**src/rtl/core/hsv_pkg.sv**
```systemverilog
// shared types for the hsv to rgb565 pipeline
`timescale 1ns / 1ps
`default_nettype none

package hsv_pkg;

   typedef struct packed {
      logic [2:0]  sector;
      logic        s_zero;
      logic [7:0]  v;
      logic [15:0] sf;
      logic [16:0] sfc;
      logic [8:0]  sc;
   } s1_type;

   typedef struct packed {
      logic [2:0]  sector;
      logic        s_zero;
      logic [23:0] vv;
      logic [23:0] pp;
      logic [23:0] qq;
      logic [23:0] tt;
   } s2_type;

endpackage

`default_nettype wire

```
**src/rtl/core/hsv_s1.sv**
```systemverilog
// stage 1: hue sector, fraction and saturation products
`timescale 1ns / 1ps
`default_nettype none

module hsv_s1 (
   input  wire logic           clock,
   input  wire logic           en,
   input  wire logic [7:0]     hue,
   input  wire logic [7:0]     saturation,
   input  wire logic [7:0]     brightness,
   output hsv_pkg::s1_type     s1_ff
);
   import hsv_pkg::*;

   logic [10:0] h6;
   logic [7:0]  f;
   logic [8:0]  fc;
   s1_type      s1_in;

   always_comb begin
      h6            = {hue, 3'b0} - {2'b0, hue, 1'b0};
      f             = h6[7:0];
      fc            = 9'd256 - {1'b0, f};
      s1_in.sector  = h6[10:8];
      s1_in.s_zero  = (saturation == 8'd0);
      s1_in.v       = brightness;
      s1_in.sf      = {8'b0, saturation} * {8'b0, f};
      s1_in.sfc     = {9'b0, saturation} * {8'b0, fc};
      s1_in.sc      = 9'd256 - {1'b0, saturation};
   end

   always_ff @(posedge clock) begin
      if (en) begin
         s1_ff <= s1_in;
      end
   end

endmodule

`default_nettype wire

```
**src/rtl/core/hsv_s2.sv**
```systemverilog
// stage 2: v, p, q and t on the 2^24 scale
`timescale 1ns / 1ps
`default_nettype none

module hsv_s2 (
   input  wire logic           clock,
   input  wire logic           en,
   input  wire hsv_pkg::s1_type s1,
   output hsv_pkg::s2_type     s2_ff
);
   import hsv_pkg::*;

   logic [16:0] q_k;
   logic [16:0] t_k;
   logic [24:0] q_m;
   logic [24:0] t_m;
   logic [16:0] p_m;
   s2_type      s2_in;

   always_comb begin
      q_k          = 17'h10000 - {1'b0, s1.sf};
      t_k          = 17'h10000 - s1.sfc;
      q_m          = {17'b0, s1.v} * {8'b0, q_k};
      t_m          = {17'b0, s1.v} * {8'b0, t_k};
      p_m          = {9'b0, s1.v} * {8'b0, s1.sc};
      s2_in.sector = s1.sector;
      s2_in.s_zero = s1.s_zero;
      s2_in.vv     = {s1.v, 16'b0};
      s2_in.pp     = {p_m[15:0], 8'b0};
      s2_in.qq     = q_m[23:0];
      s2_in.tt     = t_m[23:0];
   end

   always_ff @(posedge clock) begin
      if (en) begin
         s2_ff <= s2_in;
      end
   end

endmodule

`default_nettype wire

```
**src/rtl/core/hsv_s3.sv**
```systemverilog
// stage 3: channel select, scale to 8 bits and rgb565 pack
`timescale 1ns / 1ps
`default_nettype none

module hsv_s3 (
   input  wire logic           clock,
   input  wire logic           en,
   input  wire hsv_pkg::s2_type s2,
   output logic [15:0]         color_ff
);
   import hsv_pkg::*;

   localparam logic [2:0] SEC_RY = 3'd0;
   localparam logic [2:0] SEC_YG = 3'd1;
   localparam logic [2:0] SEC_GC = 3'd2;
   localparam logic [2:0] SEC_CB = 3'd3;
   localparam logic [2:0] SEC_BM = 3'd4;

   function automatic logic [7:0] chan8(input logic [23:0] x);
      logic [31:0] m;
      m = {x, 8'b0} - {8'b0, x};
      return m[31:24];
   endfunction

   logic [23:0] r;
   logic [23:0] g;
   logic [23:0] b;
   logic [7:0]  r8;
   logic [7:0]  g8;
   logic [7:0]  b8;
   logic [15:0] color_in;

   always_comb begin
      if (s2.s_zero) begin
         r = s2.vv; g = s2.vv; b = s2.vv;
      end else begin
         case (s2.sector)
            SEC_RY: begin r = s2.vv; g = s2.tt; b = s2.pp; end
            SEC_YG: begin r = s2.qq; g = s2.vv; b = s2.pp; end
            SEC_GC: begin r = s2.pp; g = s2.vv; b = s2.tt; end
            SEC_CB: begin r = s2.pp; g = s2.qq; b = s2.vv; end
            SEC_BM: begin r = s2.tt; g = s2.pp; b = s2.vv; end
            default: begin r = s2.vv; g = s2.pp; b = s2.qq; end
         endcase
      end
      r8       = chan8(r);
      g8       = chan8(g);
      b8       = chan8(b);
      color_in = {r8[7:3], g8[7:2], b8[7:3]};
   end

   always_ff @(posedge clock) begin
      if (en) begin
         color_ff <= color_in;
      end
   end

endmodule

`default_nettype wire

```
**src/rtl/core/hsv_to_rgb565.sv**
```systemverilog
// hsv to rgb565 converter, three register stages
// a req beat passes the s1, s2 and s3 registers before rsp_valid rises, later under rsp stall
// throughput: one beat per cycle while rsp_stall is low; a stage loads when it is empty or
// the stage after it loads, so bubbles close up under a rsp stall
// reset: synchronous, clears all stage valid bits; payload registers are not reset
`timescale 1ns / 1ps
`default_nettype none

module hsv_to_rgb565 (
   input  wire logic        clock,
   input  wire logic        reset,
   input  wire logic        req_valid,
   output logic             req_stall,
   input  wire logic [7:0]  req_hue,
   input  wire logic [7:0]  req_saturation,
   input  wire logic [7:0]  req_brightness,
   output logic             rsp_valid,
   input  wire logic        rsp_stall,
   output logic [15:0]      rsp_color565
);
   import hsv_pkg::*;

   logic    v1_ff, v2_ff, v3_ff;
   logic    v1_in, v2_in, v3_in;
   logic    en1, en2, en3;
   s1_type  s1;
   s2_type  s2;

   always_comb begin
      en3       = !v3_ff || !rsp_stall;
      en2       = en3 || !v2_ff;
      en1       = en2 || !v1_ff;
      req_stall = !en1;
      v1_in     = en1 ? req_valid : v1_ff;
      v2_in     = en2 ? v1_ff : v2_ff;
      v3_in     = en3 ? v2_ff : v3_ff;
      rsp_valid = v3_ff;
   end

   always_ff @(posedge clock) begin
      if (reset) begin
         v1_ff <= 1'b0;
         v2_ff <= 1'b0;
         v3_ff <= 1'b0;
      end else begin
         v1_ff <= v1_in;
         v2_ff <= v2_in;
         v3_ff <= v3_in;
      end
   end

   hsv_s1 u_s1 (
      .clock      (clock),
      .en         (en1),
      .hue        (req_hue),
      .saturation (req_saturation),
      .brightness (req_brightness),
      .s1_ff      (s1)
   );

   hsv_s2 u_s2 (
      .clock (clock),
      .en    (en2),
      .s1    (s1),
      .s2_ff (s2)
   );

   hsv_s3 u_s3 (
      .clock    (clock),
      .en       (en3),
      .s2       (s2),
      .color_ff (rsp_color565)
   );

   a_stall_only_when_full: assert property (@(posedge clock) disable iff (reset)
      req_stall |-> (v1_ff && v2_ff && v3_ff && rsp_stall))
      else $error("req stalled with room in the pipeline");

   a_grey_terms: assert property (@(posedge clock) disable iff (reset)
      (v2_ff && s2.s_zero) |-> (s2.pp == s2.vv && s2.qq == s2.vv && s2.tt == s2.vv))
      else $error("zero saturation terms differ from v");

   a_reset_empty: assert property (@(posedge clock)
      reset |=> (!v1_ff && !v2_ff && !rsp_valid))
      else $error("pipeline not empty after reset");

   a_bubble_fill: assert property (@(posedge clock) disable iff (reset)
      (!v3_ff && v2_ff) |=> v3_ff)
      else $error("stage 3 did not take a waiting beat");

endmodule

`default_nettype wire
```
**config.mk**
```make
export PLATFORM = sky130hd
export DESIGN_NAME = hsv_to_rgb565
export DESIGN_NICKNAME = d
export VERILOG_FILES = /design/src/rtl/core/hsv_pkg.sv /design/src/rtl/core/hsv_s1.sv /design/src/rtl/core/hsv_s2.sv /design/src/rtl/core/hsv_s3.sv /design/src/rtl/core/hsv_to_rgb565.sv
export SDC_FILE = /design/constraint.sdc
export NUM_CORES = 1
export LEC_CHECK = 0
export BUFFER_PORTS_ARGS = -buffer_cell sky130_fd_sc_hd__buf_4
export CAP_MARGIN = 0
export CORE_UTILIZATION = 60
export DETAILED_ROUTE_END_ITERATION = 8
export GPL_TIMING_DRIVEN = 0
export PLACE_DENSITY = 0.87
export SETUP_SLACK_MARGIN = 0.4
export SYNTH_ARGS = -nofsm -noshare
export SYNTH_HDL_FRONTEND = slang
export SYNTH_SLANG_ARGS = --single-unit
```
**constraint.sdc**
```tcl
create_clock -name clock -period 18.45 [get_ports clock]
set_input_delay 4.6125 -clock clock [delete_from_list [all_inputs] [get_ports clock]]
set_output_delay 4.6125 -clock clock [all_outputs]
set_load 0.02 [all_outputs]
```
==> results.txt <==
clock buffer count from CTS: 17
CTS Buffer Depth: 2
H-tree depth: 4
CTS root buf: clkbuf_16
Die Y-Extent: 198.2 um
antenna cell count: 0
worst hold path class: reg -> reg
CTS Hold Buffers Added: 0
fin crit period: 10.69 ns
top-area cell type share of the netlist area: 0.2365
slowest stage delay, CP: 0.51 ns
core area: 37760 um^2
Slew @ Worst Pin: 1.013 ns
Via-to-Cell Ratio: 5.960
design area: 24690 um^2
worst rel slew slack: 0.3197
top_reg_cell synth: edfxtp_1
Multi-input gate area: 16960 um^2
Syn Inst Count: 2525
Port Buffers: 45
peak fanout along the critical path: 10
Final period util: 0.5792
antenna-violating nets left: 0
crit end category: flip-flop
IO Count: 46
most common cell in the netlist: inv_1
number of global-route vias before repair: 19.57k
nets: 3140
synthesized area per cell: 9.150 um^2
Worst-path clk slew: 0.07 ns
FMAX: 0.09357 GHz
post-synth design cell area: 23100 um^2
Initial DRT Pass Iterations: 9
Worst EP arrival: 10.89 ns
gr ovfl total: 0
Clock Sinks: 142
Clock Skew: 0.01236 ns
max cap viols: 0
pin count of the biggest net entering global routing: 49
routed vias: 18.57k
total track usage: 0.3342
post-CTS setup repair buffer count: 0
WL final: 62630 um
Setup crit start kind: input pin
Post-synth ARST share: 0
most frequent CP cell: fa_1
Post-DP HPWL: 51200 um
Register Area: 4234 um^2
Syn Nets: 3074
Worst-Skew Late Latency: 0.46 ns
Final Slew Violations: 0
WL per Instance: 20.11 um
die area: 39300 um^2
# rows: 71
Final Hold Vio Count: 0
Initial Util: 0.6120
slowest CP cell: fa_1
area grow syn2layout: 6.867%
setup_tns: 0 ns
RSZ-0062 raised after global routing: no
DRC violations left: 0
Final Wtd Congestion: 1.016
post-CTS sizing: 0
run status: finished, final reports clean
crit path kind: in -> reg
WP data required: 18.66 ns
cell taking the most area after synthesis: fa_1
CTS tree: yes
Yosys cell types: 85
Synth area leaders: fa_1, edfxtp_1, ha_1
Critical Path, Cell by Cell: buf_4, clkbuf_1, inv_1, ha_1, a21o_1, a21oi_1, o21bai_1, a21oi_1, xnor2_1, xnor2_1, and2_1, fa_1, fa_1, fa_1, inv_1, fa_1, inv_1, ha_1, o21ai_0, a21oi_1, a41o_1, o41a_1, xnor2_1
Post-synth top cells: inv_1, and2_1, fa_1
EDFF count, synth: 139
dpl cell area: 24120 um^2
CP delay by family, top: adder cells
post-synthesis sequential area ratio: 0.1833
global-route wire length before repair: 100400 um
share of layout cells above drive strength 1: 0.05722
Fillers: 2858
initial DRC count: 1183
die extent in x: 198.2 um
synth warn: 0
Critical path buffers and inverters: 5
# setup viols final: 0
initial antenna violation count: 0
register bit total from synthesis: 142
==> layer usage <==
| metal | routed length (um) | global-route usage | vias up |
|---|---|---|---|
| met5 | 0 | 0 | - |
| met3 | 3965 | 0.04343 | 231 |
| li1 | - | - | 8409 |
| met1 | 23800 | 0.3877 | 9119 |
| met2 | 30760 | 0.5810 | 806 |
| met4 | 4111 | 0.2168 | 0 |
==> cell type report <==
type                    instances  share of cell area
inverters                     399             0.06066
multi-input cells            1895              0.6868
flip-flops and latches        142              0.1715
clock inverters                15            0.005726
well taps                     511             0.02589
clock buffers                  17             0.01723
repair buffers                 47             0.01530
plain buffers                  89             0.01693
==> tightest hold or removal path, stage by stage, from the launching register on <==
cell	delay [ns]
dfxtp_1	0.33
a21oi_1	0.04
nor2_1	0.07
==> kinds of logic after synthesis <==
family | Yosys count | share of synthesized area
and+or+nand+nor | 861 | 0.1998
DFF | 142 | 0.1833
AOI/OAI and AO/OA | 361 | 0.1038
adders and majority gates | 521 | 0.3708
muxes | 22 | 0.01018
buffers and inverters | 488 | 0.08291
xor gates and xnor gates | 130 | 0.04928
==> per-stage QoR <==
| stage | utilization | setup WS, ns | hold WS (ns) | instances |
|---|---|---|---|---|
| after CTS | 0.6540 | 7.842 | 0.4691 | 3115 |
| after global placement | 0.6378 | 6.929 | 0.4336 | 3081 |
| after detailed placement | 0.6390 | 7.376 | 0.4520 | 3083 |
| final | 0.6540 | 7.763 | 0.4624 | 3115 |
| after global routing | 0.6540 | 7.459 | 0.4811 | 3115 |
| after floorplan | - | 7.602 | 0.4003 | 2525 |
==> registers in the layout, summed over array words and instances (netlist names) <==
register / cells
u_s2.s2_ff: 73
v2_ff: 1
u_s1.s1_ff: 50
v1_ff: 1
rsp_valid: 1
u_s3.color_ff: 16
==> worst paths after layout <==
kind,from,endpoint,slack (ns),cells after the start
hold reg to reg,v2_ff$_SDFFE_PP0P_,rsp_valid$_SDFFE_PP0P_,0.46,2
setup reg to reg,u_s1.s1_ff[49]$_DFFE_PN_,u_s2.s2_ff[23]$_DFFE_PP_,11.00,19
setup / recovery,req_hue[0],u_s1.s1_ff[25]$_DFFE_PN_,7.76,23
hold / removal,v2_ff$_SDFFE_PP0P_,rsp_valid$_SDFFE_PP0P_,0.46,2
==> layout by cell type, fill, tap and decap left out, types with 29 or more instances in the layout <==
cell	netlist	routed
ha_1	248	248
nand3_1	30	30
clkbuf_1	60	60
nor2_1	105	105
and2_1	324	324
nand2_1	220	219
xnor2_1	104	104
edfxtp_1	139	139
buf_4	7	52
o21ai_0	76	76
a21oi_1	86	86
nor2b_1	41	41
a21o_1	36	36
fa_1	273	273
nor3_1	29	29
inv_1	399	398
Power is not shown: default switching activity piles up to over one toggle a cycle in this logic, so the estimate is an artifact.
